### src/rtl/txd_pkg.sv
`timescale 1ns / 1ps
`default_nettype none

package txd_pkg;

   // pixel_format codes
   localparam logic [2:0] FMT_RGB565   = 3'd0;
   localparam logic [2:0] FMT_RGB555K  = 3'd1;
   localparam logic [2:0] FMT_ARGB4444 = 3'd2;
   localparam logic [2:0] FMT_RGB888   = 3'd3;
   localparam logic [2:0] FMT_BGRA8888 = 3'd4;
   localparam logic [2:0] FMT_DXT1     = 3'd5;
   localparam logic [2:0] FMT_DXT3     = 3'd6;

   // register indexes
   localparam logic CSR_PIXEL_FORMAT = 1'b0;
   localparam logic CSR_TRANS_KEY    = 1'b1;

   // channel slots inside a texel word
   localparam int CH_R = 3;
   localparam int CH_G = 2;
   localparam int CH_B = 1;
   localparam int CH_A = 0;

   localparam logic [3:0] LAST_INDEX = 4'd15;

   typedef logic [3:0][7:0] txd_rgba_type;

   typedef struct packed {
      logic [63:0] color_word;
      logic [63:0] alpha_word;
   } txd_req_type;

   typedef struct packed {
      logic [7:0] red;
      logic [7:0] green;
      logic [7:0] blue;
      logic [7:0] alpha;
      logic [3:0] texel_index;
      logic       last_texel;
   } txd_rsp_type;

   typedef struct packed {
      logic         is_block;
      logic         is_dxt3;
      logic         four_color;
      txd_rgba_type ep0;
      txd_rgba_type ep1;
      logic [31:0]  codes;
      logic [63:0]  alpha_word;
      txd_rgba_type pixel;
   } txd_unpack_type;

   typedef struct packed {
      logic                    is_block;
      logic                    is_dxt3;
      txd_rgba_type [3:0]      pal;
      logic [31:0]             codes;
      logic [63:0]             alpha_word;
      txd_rgba_type            pixel;
   } txd_palette_type;

   function automatic logic [7:0] widen5(input logic [4:0] v);
      return {v, v[4:2]};
   endfunction

   function automatic logic [7:0] widen6(input logic [5:0] v);
      return {v, v[5:4]};
   endfunction

   function automatic logic [7:0] widen4(input logic [3:0] v);
      return {v, v};
   endfunction

endpackage

`default_nettype wire

### src/rtl/txd_unpack.sv
`timescale 1ns / 1ps
`default_nettype none

module txd_unpack
   import txd_pkg::*;
(
   input  logic           clock,
   input  logic           reset,
   input  logic [2:0]     pixel_format,
   input  logic [15:0]    trans_key,
   input  logic           in_valid,
   output logic           in_ready,
   input  txd_req_type    in_data,
   output logic           out_valid,
   input  logic           out_ready,
   output txd_unpack_type out_data
);

   logic           valid_ff;
   logic           valid_in;
   logic           keep;
   txd_unpack_type data_ff;
   txd_unpack_type data_in;
   logic [15:0]    c0;
   logic [15:0]    c1;
   logic [15:0]    v;
   logic [7:0]     b0, b1, b2, b3;

   assign in_ready = !valid_ff || out_ready;
   assign c0 = in_data.color_word[15:0];
   assign c1 = in_data.color_word[31:16];
   assign v  = in_data.color_word[15:0];
   assign b0 = in_data.color_word[7:0];
   assign b1 = in_data.color_word[15:8];
   assign b2 = in_data.color_word[23:16];
   assign b3 = in_data.color_word[31:24];

   always_comb begin
      keep = 1'b1;
      data_in.is_block   = 1'b0;
      data_in.is_dxt3    = (pixel_format == FMT_DXT3);
      data_in.four_color = (c0 > c1) || (pixel_format == FMT_DXT3);
      data_in.ep0[CH_R]  = widen5(c0[15:11]);
      data_in.ep0[CH_G]  = widen6(c0[10:5]);
      data_in.ep0[CH_B]  = widen5(c0[4:0]);
      data_in.ep0[CH_A]  = 8'hFF;
      data_in.ep1[CH_R]  = widen5(c1[15:11]);
      data_in.ep1[CH_G]  = widen6(c1[10:5]);
      data_in.ep1[CH_B]  = widen5(c1[4:0]);
      data_in.ep1[CH_A]  = 8'hFF;
      data_in.codes      = in_data.color_word[63:32];
      data_in.alpha_word = in_data.alpha_word;
      data_in.pixel      = '0;
      unique case (pixel_format) inside
         FMT_RGB565: begin
            data_in.pixel = {widen5(v[15:11]), widen6(v[10:5]), widen5(v[4:0]), 8'hFF};
         end
         FMT_RGB555K: begin
            data_in.pixel = {widen5(v[14:10]), widen5(v[9:5]), widen5(v[4:0]),
                             (v == trans_key) ? 8'h00 : 8'hFF};
         end
         FMT_ARGB4444: begin
            data_in.pixel = {widen4(v[11:8]), widen4(v[7:4]), widen4(v[3:0]),
                             widen4(v[15:12])};
         end
         FMT_RGB888: begin
            data_in.pixel = {b0, b1, b2, 8'hFF};
         end
         FMT_BGRA8888: begin
            data_in.pixel = {b2, b1, b0, b3};
         end
         FMT_DXT1, FMT_DXT3: begin
            data_in.is_block = 1'b1;
         end
         default: begin
            // unused code: drop the beat
            keep = 1'b0;
         end
      endcase
   end

   assign valid_in = in_valid && keep;

   always_ff @(posedge clock) begin
      if (reset) begin
         valid_ff <= 1'b0;
      end else if (in_ready) begin
         valid_ff <= valid_in;
      end
   end

   always_ff @(posedge clock) begin
      if (in_ready && in_valid) begin
         data_ff <= data_in;
      end
   end

   assign out_valid = valid_ff;
   assign out_data  = data_ff;

endmodule

`default_nettype wire

### src/rtl/txd_palette.sv
`timescale 1ns / 1ps
`default_nettype none

module txd_palette
   import txd_pkg::*;
(
   input  logic            clock,
   input  logic            reset,
   input  logic            in_valid,
   output logic            in_ready,
   input  txd_unpack_type  in_data,
   output logic            out_valid,
   input  logic            out_ready,
   output txd_palette_type out_data
);

   logic            valid_ff;
   txd_palette_type data_ff;
   txd_palette_type data_in;

   assign in_ready = !valid_ff || out_ready;

   // (2a+b+1)/3 by reciprocal: 683/2048 is exact for sums below 768
   function automatic logic [7:0] blend3(input logic [7:0] a, input logic [7:0] b);
      logic [9:0]  t;
      logic [20:0] prod;
      t    = {1'b0, a, 1'b0} + {2'b00, b} + 10'd1;
      prod = {11'd0, t} * 21'd683;
      return prod[18:11];
   endfunction

   always_comb begin
      logic [8:0] mid;
      data_in.is_block   = in_data.is_block;
      data_in.is_dxt3    = in_data.is_dxt3;
      data_in.codes      = in_data.codes;
      data_in.alpha_word = in_data.alpha_word;
      data_in.pixel      = in_data.pixel;
      data_in.pal[0]     = in_data.ep0;
      data_in.pal[1]     = in_data.ep1;
      data_in.pal[2]     = '0;
      data_in.pal[3]     = '0;
      for (int ch = CH_B; ch <= CH_R; ch++) begin
         mid = {1'b0, in_data.ep0[ch]} + {1'b0, in_data.ep1[ch]};
         if (in_data.four_color) begin
            data_in.pal[2][ch] = blend3(in_data.ep0[ch], in_data.ep1[ch]);
            data_in.pal[3][ch] = blend3(in_data.ep1[ch], in_data.ep0[ch]);
         end else begin
            data_in.pal[2][ch] = mid[8:1];
            data_in.pal[3][ch] = 8'h00;
         end
      end
      data_in.pal[2][CH_A] = 8'hFF;
      // punch-through: fourth entry is transparent black
      data_in.pal[3][CH_A] = in_data.four_color ? 8'hFF : 8'h00;
   end

   always_ff @(posedge clock) begin
      if (reset) begin
         valid_ff <= 1'b0;
      end else if (in_ready) begin
         valid_ff <= in_valid;
      end
   end

   always_ff @(posedge clock) begin
      if (in_ready && in_valid) begin
         data_ff <= data_in;
      end
   end

   assign out_valid = valid_ff;
   assign out_data  = data_ff;

endmodule

`default_nettype wire

### src/rtl/txd_expand.sv
`timescale 1ns / 1ps
`default_nettype none

module txd_expand
   import txd_pkg::*;
(
   input  logic            clock,
   input  logic            reset,
   input  logic            in_valid,
   output logic            in_ready,
   input  txd_palette_type in_data,
   output logic            out_valid,
   input  logic            out_stall,
   output txd_rsp_type     out_data
);

   logic            busy_ff;
   logic            busy_in;
   logic [3:0]      cnt_ff;
   logic [3:0]      cnt_in;
   txd_palette_type item_ff;
   logic            rsp_valid_ff;
   txd_rsp_type     rsp_data_ff;
   txd_rsp_type     rsp_data_in;
   logic            out_free;
   logic            emit;
   logic            last;
   logic            load;
   logic [1:0]      code;
   logic [3:0]      nibble;
   txd_rgba_type    entry;

   assign out_free = !rsp_valid_ff || !out_stall;
   assign emit     = busy_ff && out_free;
   assign last     = !item_ff.is_block || (cnt_ff == LAST_INDEX);
   assign in_ready = !busy_ff || (emit && last);
   assign load     = in_ready && in_valid;

   assign code   = item_ff.codes[{cnt_ff, 1'b0} +: 2];
   assign nibble = item_ff.alpha_word[{cnt_ff, 2'b00} +: 4];
   assign entry  = item_ff.is_block ? item_ff.pal[code] : item_ff.pixel;

   always_comb begin
      rsp_data_in.red         = entry[CH_R];
      rsp_data_in.green       = entry[CH_G];
      rsp_data_in.blue        = entry[CH_B];
      rsp_data_in.alpha       = (item_ff.is_block && item_ff.is_dxt3) ? widen4(nibble)
                                                                      : entry[CH_A];
      rsp_data_in.texel_index = cnt_ff;
      rsp_data_in.last_texel  = last;
   end

   always_comb begin
      busy_in = busy_ff;
      cnt_in  = cnt_ff;
      if (emit) begin
         cnt_in = cnt_ff + 4'd1;
         if (last) begin
            busy_in = 1'b0;
         end
      end
      if (load) begin
         busy_in = 1'b1;
         cnt_in  = '0;
      end
   end

   always_ff @(posedge clock) begin
      if (reset) begin
         busy_ff      <= 1'b0;
         cnt_ff       <= '0;
         rsp_valid_ff <= 1'b0;
      end else begin
         busy_ff <= busy_in;
         cnt_ff  <= cnt_in;
         if (out_free) begin
            rsp_valid_ff <= emit;
         end
      end
   end

   always_ff @(posedge clock) begin
      if (load) begin
         item_ff <= in_data;
      end
      if (emit) begin
         rsp_data_ff <= rsp_data_in;
      end
   end

   assign out_valid = rsp_valid_ff;
   assign out_data  = rsp_data_ff;

endmodule

`default_nettype wire

### src/rtl/texel_format_and_dxt_decoder_core.sv
// Throughput while rsp is not stalled: a per-pixel beat yields one texel and one
// beat enters per cycle; a DXT block yields sixteen texels, one per cycle, so the
// next beat enters only in the cycle the block's last texel leaves,
// set by the single texel expander feeding the rsp output register.
// Reset: synchronous, active high; clears all valid bits, the expander and both
// registers (pixel_format rgb565, transparency key 0).
`timescale 1ns / 1ps
`default_nettype none

module texel_format_and_dxt_decoder_core
   import txd_pkg::*;
(
   input  logic        clock,
   input  logic        reset,
   // request channel
   input  logic        req_valid,
   output logic        req_stall,
   input  txd_req_type req_data,
   // result channel
   output logic        rsp_valid,
   input  logic        rsp_stall,
   output txd_rsp_type rsp_data,
   // register write port
   input  logic        csr_we,
   input  logic        csr_index,
   input  logic [15:0] csr_wdata
);

   // Pipeline: input register -> unpack (endpoint widening, per-pixel decode)
   // -> palette (1:2 / 2:1 blends or punch-through) -> expander + rsp register.
   // Each stage holds its beat while the next one is full and stalled.

   logic [2:0]      fmt_ff;
   logic [15:0]     key_ff;

   logic            s1_valid_ff;
   txd_req_type     s1_data_ff;

   logic            unp_ready;
   logic            unp_valid;
   txd_unpack_type  unp_data;
   logic            pal_ready;
   logic            pal_valid;
   txd_palette_type pal_data;
   logic            exp_ready;

   // The user must write the registers only while the pipeline is drained; the block itself does not enforce it.
   always_ff @(posedge clock) begin
      if (reset) begin
         fmt_ff <= FMT_RGB565;
         key_ff <= '0;
      end else if (csr_we) begin
         unique case (csr_index)
            CSR_PIXEL_FORMAT: fmt_ff <= csr_wdata[2:0];
            CSR_TRANS_KEY:    key_ff <= csr_wdata;
            default:          fmt_ff <= fmt_ff;
         endcase
      end
   end

   // Input register: stall only when full and the unpack stage cannot take it.
   assign req_stall = s1_valid_ff && !unp_ready;

   always_ff @(posedge clock) begin
      if (reset) begin
         s1_valid_ff <= 1'b0;
      end else if (!req_stall) begin
         s1_valid_ff <= req_valid;
      end
   end

   always_ff @(posedge clock) begin
      if (req_valid && !req_stall) begin
         s1_data_ff <= req_data;
      end
   end

   // Unused format codes are dropped here and never reach rsp.
   txd_unpack u_unpack (
      .clock        (clock),
      .reset        (reset),
      .pixel_format (fmt_ff),
      .trans_key    (key_ff),
      .in_valid     (s1_valid_ff),
      .in_ready     (unp_ready),
      .in_data      (s1_data_ff),
      .out_valid    (unp_valid),
      .out_ready    (pal_ready),
      .out_data     (unp_data)
   );

   txd_palette u_palette (
      .clock     (clock),
      .reset     (reset),
      .in_valid  (unp_valid),
      .in_ready  (pal_ready),
      .in_data   (unp_data),
      .out_valid (pal_valid),
      .out_ready (exp_ready),
      .out_data  (pal_data)
   );

   // Expander takes the next beat in the cycle its last texel moves out.
   txd_expand u_expand (
      .clock     (clock),
      .reset     (reset),
      .in_valid  (pal_valid),
      .in_ready  (exp_ready),
      .in_data   (pal_data),
      .out_valid (rsp_valid),
      .out_stall (rsp_stall),
      .out_data  (rsp_data)
   );

endmodule

`default_nettype wire

### config.mk
export PLATFORM = sky130hd
export DESIGN_NAME = texel_format_and_dxt_decoder_core
export DESIGN_NICKNAME = d
export VERILOG_FILES = /design/src/rtl/txd_pkg.sv /design/src/rtl/txd_unpack.sv /design/src/rtl/txd_palette.sv /design/src/rtl/txd_expand.sv /design/src/rtl/texel_format_and_dxt_decoder_core.sv
export SDC_FILE = /design/constraint.sdc
export NUM_CORES = 1
export LEC_CHECK = 0
export BUFFER_PORTS_ARGS = -buffer_cell sky130_fd_sc_hd__buf_4
export CAP_MARGIN = 10
export CORE_AREA = 2 2 285 287
export DETAILED_ROUTE_END_ITERATION = 8
export DIE_AREA = 0 0 287 289
export PLACE_DENSITY = 0.69
export SYNTH_ARGS = -nofsm -noshare
export SYNTH_HDL_FRONTEND = slang
export SYNTH_SLANG_ARGS = --single-unit
### constraint.sdc
create_clock -name clock -period 43.9 [get_ports clock]
set_input_delay 4.39 -clock clock [delete_from_list [all_inputs] [get_ports clock]]
set_output_delay 4.39 -clock clock [all_outputs]
set_load 0.02 [all_outputs]
==> reports/results.tsv, run 1 <==
metric	value	unit
reg2regPathDepth	21	
place_ws	33.55	ns
fillers	6325	
crit_type	input pin to output pin	
clkTransAtPathRegs	0.06	ns
p_per_area	48.0	mW/mm^2
numClockSinks	778	
ctsHoldBuffers	0	
routed_wl	81400	um
crit_chain	buf_4 > nand2_1 > a21boi_0 > nand4_1 > inv_1 > buf_4	
place_inst	3991	
grt_usage	0.198	
seq_area_frac_synth	0.583	
cts.repair.resized	0	
final_cell_mix	750 x edfxtp_1, 412 x ha_1, 299 x inv_1	
io_pins	189	
first_pass_iters	5	
clockBufferDepth	3	
final_common_cell	edfxtp_1	
fin_ws	33.58	ns
fin_tns_setup	0	ns
cpPeakStageDelay	0.82	ns
start_util	0.495	
postCtsSetupBuffers	0	
vias	22400	
outcome	finished clean	
drc	0	
cts_root_buf	clkbuf_16	
die_height	289	um
wl_per_cell	19.7	um
row_count	104	
power_leakage	17.9	nW
grt_pass1_vias	23100	
regArea	0.0231	mm^2
slew_headroom	0.268	
synthArstFlopShare	0	
crit_path_end_kind	output pin	
final.setup_skew	0.0428	ns
cts_buffers	78	
multi_input_area	0.0151	mm^2
period_share	0.235	
synth_fp_nets	3473	
io_buffers	188	
cpMaxStageDelayCell	a21boi_0	
hold_depth	0	
finish.net_count	3702	
htree_num_levels	3	
antenna_found_initial	7	
area.growth.synth_to_final	13.0	%
max_freq	96.9	MHz
yosys_warnings	0	
place_congestion	0.898	
fin_crit	10.32	ns
min_path_type	flop to flop	
synthCells	2782	
postSynthAreaPerCell	14.2	um^2
irDropWorstVdd	0.0000436	V
crit_fanout	6	
die_area	0.0829	mm^2
cpMostUsedCell	buf_4	
drive_above_1_share	0.123	
synth-edff-count	750	
max_cap_violations	0	
synth-seq-cells	778	
cp_data_arrival_time	5.93	ns
ant_nets	0	
viasPerCell	5.41	
grt_pass1_wl	127000	um
finalSetupViolCount	0	
syn_area	0.0396	mm^2
grt_overflow_total	0	
tritoncts	yes	
hold_viol	0	
worstSetupStartpointType	input pin	
grt_max_degree	84	
tightest_slew	1.10	ns
critPathRequiredTime	39.51	ns
synth.distinct_cells	64	
fin_cells	4140	
hpwlAfterDp	59600	um
slew_viol_final	0	
clock_latency	0.64	ns
fp.dieW	287	um
grt_setup_unrepaired	false	
synthFlopType	edfxtp_1	
drt_iter0_markers	1736	
core	0.0799	mm^2
==> cells by family after synthesis <==
family,share of synthesized area
AO/OA/AOI/OAI,0.0742
XOR/XNOR,0.0326
flip-flops,0.583
adder cells (fa/ha/maj),0.196
multiplexers,0.0274
other,0.0000948
buffers and inverters,0.0351
AND/OR/NAND/NOR,0.0516
==> power breakdown <==
| part | total [W] | switching, W | internal (W) |
|---|---|---|---|
| Combinational | 0.000646 | 0.000369 | 0.000277 |
| Sequential | 0.000876 | 0.0000154 | 0.000860 |
| Clock | 0.000624 | 0.000278 | 0.000346 |
| Total | 0.00215 | 0.000662 | 0.00148 |
==> worst paths after layout <==
path                                start                 endpoint  slack [ns]
setup / recovery                rsp_stall                req_stall       33.58
hold / removal    u_palette.out_data[249]    u_expand.item_ff[249]        0.39
setup reg to reg   u_unpack.out_data[189]  u_palette.out_data[221]       36.90
hold reg to reg   u_palette.out_data[249]    u_expand.item_ff[249]        0.39
==> Yosys cell counts (all sizes together) (5+ instances only) <==
cell    number  area share
o21ai       74      0.0094
o21a        17      0.0032
dfxtp       28       0.014
nand2b       8      0.0013
a21o        54       0.010
nand3       22      0.0028
xor2        46       0.010
o22ai       32      0.0051
clkbuf      43      0.0041
nand2      122       0.012
or3         12      0.0019
inv        299       0.028
a22oi       17      0.0032
a21oi      163       0.021
a31oi       11      0.0017
a211oi      32      0.0071
nand4       22      0.0035
a21boi       9      0.0017
xnor2       96       0.021
nor3b       11      0.0021
buf         16      0.0027
ha         412        0.13
nor3        38      0.0048
edfxtp     750        0.57
mux2        16      0.0046
mux4        30       0.017
nor2       109       0.010
o21bai      15      0.0028
and3        10      0.0016
and2        14      0.0022
nor2b       39      0.0062
fa         129       0.065
mux2i       23      0.0058
o211ai       9      0.0017
and4         5      0.0011
o31ai        7      0.0013
==> registers in the layout, summed over array words and instances (netlist names), 3 cells and up <==
name                flops
s1_data_ff            128
u_palette.out_data    211
u_expand.out_data      37
u_expand.item_ff      211
u_unpack.out_data     163
fmt_ff                  3
key_ff                 16
u_expand.cnt_ff         4
==> metal layers <==
layer,vias up,part of all wire,global-route usage
li1,10700,-,-
met1,10900,0.44,0.274
met4,2,0.030,0.0730
met5,-,0.00014,0
met3,151,0.054,0.0287
met2,670,0.47,0.322
==> through the flow <==
step	utilization	total power [W]	instance area (um^2)	hold slack, ns
after floorplan	-	0.00137	39600	0.400
after CTS	0.559	0.00216	44700	0.389
after global routing	0.559	0.00229	44700	0.403
final	0.559	0.00215	44700	0.389
after detailed placement	0.528	0.00153	42200	0.405
after global placement	0.528	0.00151	42200	0.401
==> final cells by class <==
type                    instances  share of cell area
flip-flops and latches        778               0.516
multi-input cells            1646               0.338
clock buffers                  96              0.0461
repair buffers                208              0.0349
well taps                    1060              0.0297
inverters                     299              0.0251
clock inverters                44             0.00879
diodes                          9            0.000504
==> critical path, delay by kind of cell <==
family | cells | cell delay, ns
AND/OR/NAND/NOR | 2 | 0.29
AO/OA/AOI/OAI | 1 | 0.82
buffers and inverters | 3 | 0.42
No activity file was read; power rests on OpenSTA's default activity.
==> inputs of run 2 (changes only) <==
- ABC_AREA: default -> 1
- CORE_AREA: 2 2 285 287 -> 2 2 291 293
- DIE_AREA: 0 0 287 289 -> 0 0 293 295
- PLACE_DENSITY: 0.69 -> 0.71
- clock period: 43.9 -> 9.15 ns (I/O delays scaled with it)
==> run 2 against run 1 <==
  * Sequential share of layout area decreased by 2.0 points
  * Combinational power rose to 11 times the previous value
  * Critical path depth grew 20
  * Register-to-register slack lost 34 ns
  * Synthesized area grew 4.3%
  * Global-route usage up 1.6 points
  * Highest routed layer unchanged
  * Non-clock buffer count fell by 2
  * Via count rose by 16%
  * Clock skew is 0.0017 ns lower
  * Sequential cell count unchanged
  * Power grew to 6.9 times the previous value
  * Synthesized cell count increased by 27%
==> reports/results.tsv, run 2 <==
metric	value	unit	change
outcome	finished clean		
synthArstFlopShare	0		unchanged
cp_data_arrival_time	6.57	ns	+0.64 ns
area.growth.synth_to_final	12.6	%	
p_sw	0.00603	W	+810%
cts_buffers	77		-1.3%
fin_tns_setup	0	ns	unchanged
met2_usage	0.354		+0.0325
num_antenna_cells	0		-9
worstSetupStartpointType	flop		
power.internal	0.00869	W	+490%
yosysMostFrequentCell	edfxtp_1		
power_frac_seq	0.290		-0.118
die_height	295	um	+2.1%
fin_ws	2.94	ns	-30.65 ns
crit_type	flop to flop		
io_pins	189		unchanged
crit_path_end_kind	flop		
tritoncts	yes		
hpwlAfterDp	67700	um	+14%
postCtsSetupBuffers	0		unchanged
fp.dieW	293	um	+2.1%
grt_usage	0.215		+0.0163
max_freq	161	MHz	
slew_headroom	0.212		-0.0565
grt.busiest_layer	met2		
period_share	0.679		
vias	26000		+16%
final.setup_skew	0.0411	ns	-0.00166 ns
routed_wl	92600	um	+14%
finalSetupViolCount	0		unchanged
seq_area_frac_synth	0.559		-0.0242
grt_pass1_vias	25700		+12%
drc	0		unchanged
place_ws	3.09	ns	-30.46 ns
grt_overflow_total	0		unchanged
start_util	0.496		+0.00119
drive_above_1_share	0.0972		-0.0259
synthCells	3543		+27%
synthFlopType	edfxtp_1		
synth-edff-count	750		unchanged
row_count	106		+1.9%
synth.area.top_cells	edfxtp_1 55%, ha_1 12%, fa_1 6.3%		
finish.net_count	4458		+20%
use_met1	0.299		+0.0247
irDropWorstVdd	0.000219	V	+400%
grt_pass1_wl	143000	um	+12%
ys_top_cells_by_count	750 x edfxtp_1, 575 x nand2_1, 522 x inv_1, 412 x ha_1, 211 x nor2_1		
clkTransAtPathRegs	0.07	ns	about the same
grt_max_degree	113		+35%
final_cell_mix	750 x edfxtp_1, 575 x nand2_1, 519 x inv_1		
cts_root_buf	clkbuf_16		
ctsHoldBuffers	0		unchanged
htree_num_levels	3		unchanged
yosys_warnings	0		unchanged
switching_share	0.410		+0.101
power_leakage	20.1	nW	+12%
p_per_area	317	mW/mm^2	+560%
globalRouteMet3Util	0.0318		+0.00314
tightest_slew	1.18	ns	+0.0834 ns
synth.distinct_cells	54		-16%
wl_per_cell	18.9	um	-4.0%
max_cap_violations	0		unchanged
grt_setup_unrepaired	false		
clockPowerShare	0.216		-0.075
die_area	0.0864	mm^2	+4.2%
numClockSinks	778		unchanged
core	0.0832	mm^2	+4.1%
drt_iter0_markers	2147		+24%
netlist.area_leader.share	0.546		-0.0236
critPathRequiredTime	9.51	ns	-30.00 ns
slew_viol_final	0		unchanged
synth_area_leader_cell	edfxtp_1		
cts.repair.resized	0		unchanged
final_common_cell	edfxtp_1		
io_buffers	188		unchanged
combinationalPowerShare	0.494		+0.193
syn_area	0.0413	mm^2	+4.3%
ant_nets	0		unchanged
clockBufferDepth	3		unchanged
min_path_type	flop to flop		
crit_fanout	7		+1
hold_viol	0		unchanged
antenna_found_initial	1		-6
fin_crit	6.21	ns	
synth-seq-cells	778		unchanged
first_pass_iters	6		+1
postSynthAreaPerCell	11.7	um^2	-18%
place_congestion	0.922		+2.8%
clock_latency	0.64	ns	about the same
synth_fp_nets	4234		+22%
viasPerCell	5.31		-2.0%
[run 2: changes by cell type after synthesis, moves of 30 or more]
| cell | before | now |
|---|---|---|
| nand3b_1 | 1 | 43 |
| a21o_1 | 54 | 16 |
| nor2b_1 | 39 | 0 |
| o21ai_0 | 74 | 151 |
| nand2_1 | 122 | 575 |
| xnor2_1 | 96 | 34 |
| mux4_2 | 30 | 0 |
| nand3_1 | 22 | 153 |
| inv_1 | 299 | 522 |
| nor2_1 | 109 | 211 |
[run 2: power groups by stage]
stage | Sequential, W | Combinational (W) | Clock [W]
final | 0.00427 | 0.00727 | 0.00318
after global routing | 0.00428 | 0.00841 | 0.00338
after CTS | 0.00427 | 0.00724 | 0.00323
after detailed placement | 0.00434 | 0.00715 | 0
after global placement | 0.00434 | 0.00715 | 0
after floorplan | 0.00432 | 0.00539 | 0
[run 2: area by class of cell]
type	instances	area, um^2
Fill cell	6795	36700
Sequential cell	778	23100
Clock buffer	96	2090
Timing Repair Buffer	206	1560
Tap cell	1080	1350
Inverter	536	2020
Clock inverter	42	465
Multi-Input combinational cell	2168	15900
[run 2: logic make-up after synthesis]
group	Yosys count	share of synthesized area
simple gates	1061	0.110
fa+ha+maj	541	0.187
compound gates	472	0.0670
xor+xnor	93	0.0205
buf+inv	597	0.0561
other cells	1	0.0000908
flops	778	0.559
[run 2: worst paths after layout]
check | from | endpoint | slack, ns | cells after the start
max reg2reg | u_unpack.out_data[154] | u_palette.out_data[217] | 2.94 | 26
max | u_unpack.out_data[154] | u_palette.out_data[217] | 2.94 | 26
min | u_palette.out_data[154] | u_expand.item_ff[154] | 0.39 | 0
min reg2reg | u_palette.out_data[154] | u_expand.item_ff[154] | 0.39 | 0
[run 2: critical path, stage by stage (launching register included)]
cell and delay (ns):
edfxtp_1 0.49, ha_1 0.47, inv_1 0.10, o21bai_1 0.24
a31oi_1 0.10, o21ai_1 0.30, nand2_1 0.11, nand3_1 0.08
nor2_1 0.04, nor2_1 0.36, ha_1 0.33, ha_1 0.29
inv_1 0.06, fa_1 0.53, inv_1 0.05, fa_1 0.49
inv_1 0.05, fa_1 0.49, inv_1 0.04, ha_1 0.34
nand4_1 0.11, o21ai_0 0.43, nand3_1 0.18, nand2_1 0.10
nand2_1 0.05, nand3_1 0.07, nand2_1 0.05
[run 2: stage by stage]
stage | utilization | cell area, um^2 | total power (W) | cells | hold slack, ns
final | 0.559 | 46500 | 0.0147 | 4906 | 0.385
after CTS | 0.559 | 46500 | 0.0147 | 4906 | 0.373
after global placement | 0.528 | 43900 | 0.0115 | 4768 | 0.400
after global routing | 0.559 | 46500 | 0.0161 | 4906 | 0.380
after floorplan | - | 41300 | 0.00971 | 3543 | 0.400
after detailed placement | 0.528 | 43900 | 0.0115 | 4768 | 0.405
[run 2: layer usage]
metal | up-vias | part of all wire
li1 | 12700 | -
met1 | 12500 | 0.44
met2 | 754 | 0.47
met3 | 145 | 0.056
met4 | 2 | 0.025
met5 | - | 0.00022
==> inputs of run 3 (changes only) <==
- PLACE_DENSITY: 0.71 -> 0.69
- clock period: 9.15 -> 6.3 ns (I/O delays scaled with it)
==> run 3 against run 2 <==
  * Wire length down 1.6%
  * Via count down 0.60%
  * First-iteration DRC count fell by 16%
==> reports/results.tsv, run 3 (synthesis gave the netlist of run 2 again) <==
metric	value	unit	change
outcome	finished clean		
grt_usage	0.211		-0.00342
slew_viol_final	0		unchanged
slew_headroom	0.240		+0.0283
period_share	0.939		+0.260
worstSetupStartpointType	flop		
wl_per_cell	18.5	um	-2.0%
power_leakage	20.2	nW	+0.54%
crit_fanout	9		+2
max_cap_violations	0		unchanged
clkTransAtPathRegs	0.07	ns	about the same
routed_wl	91200	um	-1.6%
clockBufferDepth	3		unchanged
reg2regPathDepth	24		-7.7%
crit_type	flop to flop		
antenna_found_initial	3		+2
regArea	0.0231	mm^2	unchanged
finalSetupViolCount	0		unchanged
critPathRequiredTime	6.66	ns	-2.85 ns
grt_pass1_wl	141000	um	-1.5%
drt_iter0_markers	1811		-16%
fin_crit	5.91	ns	-0.300 ns
hp-start	req_data[115]		
final.setup_skew	0.0245	ns	-0.0166 ns
fin_ws	0.386	ns	-2.55 ns
r2r_start	u_unpack.out_data[157]		
fp.dieW	293	um	unchanged
io_pins	189		unchanged
place_ws	0.322	ns	-2.77 ns
final_cell_mix	750 x edfxtp_1, 575 x nand2_1, 519 x inv_1		
place_area	0.0440	mm^2	+0.27%
cts_root_buf	clkbuf_16		
numClockSinks	778		unchanged
die_area	0.0864	mm^2	unchanged
place_congestion	0.930		+0.79%
drive_above_1_share	0.103		+0.00542
clock_latency	0.62	ns	-0.02 ns
vias	25900		-0.60%
io_buffers	188		unchanged
hpwlAfterDp	67200	um	-0.84%
finish.net_count	4480		+0.49%
ff2ff_setup_slack	0.39	ns	-2.55 ns
grt_max_degree	147		+30%
cp_data_arrival_time	6.27	ns	-0.30 ns
max_freq	169	MHz	+5.1%
crit_path_end_kind	flop		
irDropWorstVdd	0.000268	V	+22%
multi_input_area	0.0159	mm^2	about the same
grt_overflow_total	0		unchanged
first_pass_iters	5		-1
tightest_slew	1.14	ns	-0.0453 ns
cts_buffers	78		+1.3%
hold_depth	1		+1
fillers	6860		+0.96%
start_util	0.496		unchanged
final_common_cell	edfxtp_1		
grt_setup_unrepaired	false		
finalInstanceArea	0.0467	mm^2	+0.49%
timing.rr.end	u_palette.out_data[251]		
p_per_area	456	mW/mm^2	+44%
min_path_type	input pin to flop		
die_height	295	um	unchanged
min_to	s1_data_ff[115]		
viasPerCell	5.25		-1.1%
grt_pass1_vias	25400		-1.3%
area.growth.synth_to_final	13.1	%	
hold_viol	0		unchanged
ant_nets	0		unchanged
core	0.0832	mm^2	unchanged
row_count	106		unchanged
htree_num_levels	3		unchanged
fin_tns_setup	0	ns	unchanged
drc	0		unchanged
tritoncts	yes		
==> run 3: final cells by class <==
type / count / share of cell area
flip-flops and latches: 778 / 0.494
multi-input cells: 2168 / 0.341
clock buffers: 96 / 0.0448
inverters: 536 / 0.0433
repair buffers: 227 / 0.0376
well taps: 1080 / 0.0289
clock inverters: 43 / 0.0103
diodes: 1 / 0.0000536
==> run 3: where the power goes <==
part           internal (W)  switching (W)
clock network       0.00271        0.00196
logic               0.00385        0.00656
registers           0.00608       0.000115
==> run 3: routing by layer <==
metal  global-route usage  share of wire  vias to the layer above
met5                    0              0                        -
met4               0.0654          0.029                        0
met1                0.304           0.46                    12300
met3               0.0292          0.059                      149
li1                     -              -                    12700
met2                0.335           0.46                      719
==> run 3: worst max-delay path by stage <==
stage	from	end	cells after the start
global placement	u_unpack.out_data[190]	u_palette.out_data[223]	25
CTS	u_unpack.out_data[174]	u_palette.out_data[206]	25
finish	u_unpack.out_data[157]	u_palette.out_data[251]	24
detailed placement	u_unpack.out_data[174]	u_palette.out_data[206]	25
floorplan	u_expand.cnt_ff[3]	u_palette.out_data[0]	9
global route	u_unpack.out_data[157]	u_palette.out_data[251]	24
==> run 3: critical path: stages (launching register included) <==
cell and delay [ns]:
edfxtp_1 0.58, fa_1 0.49, nand3_1 0.11, nand2_1 0.08
a21o_1 0.16, a21oi_1 0.20, o21ai_0 0.13, xor2_1 0.27
inv_1 0.15, ha_1 0.30, ha_1 0.32, fa_1 0.49
inv_1 0.06, fa_1 0.51, inv_1 0.05, fa_1 0.47
ha_1 0.34, nand2_1 0.08, o21ai_0 0.15, o21bai_1 0.15
nand2_1 0.10, o21ai_0 0.27, nand2_1 0.09, nand2_1 0.07
nor2_1 0.05
==> run 3: through the flow <==
stage | instances | hold WS [ns] | power (W) | util
after global routing | 4929 | 0.154 | 0.0233 | 0.562
after global placement | 4779 | 0.401 | 0.0166 | 0.530
after detailed placement | 4779 | 0.405 | 0.0167 | 0.530
final | 4929 | 0.182 | 0.0213 | 0.562
after floorplan | 3543 | 0.400 | 0.0141 | -
after CTS | 4918 | 0.148 | 0.0214 | 0.561
==> run 3: repair_timing <==
action                                  4_1_cts  5_1_grt
setup buffers                                 0       10
hold buffers                                  0        0
gates resized for setup                       0        4
endpoints found under the setup margin        0       16
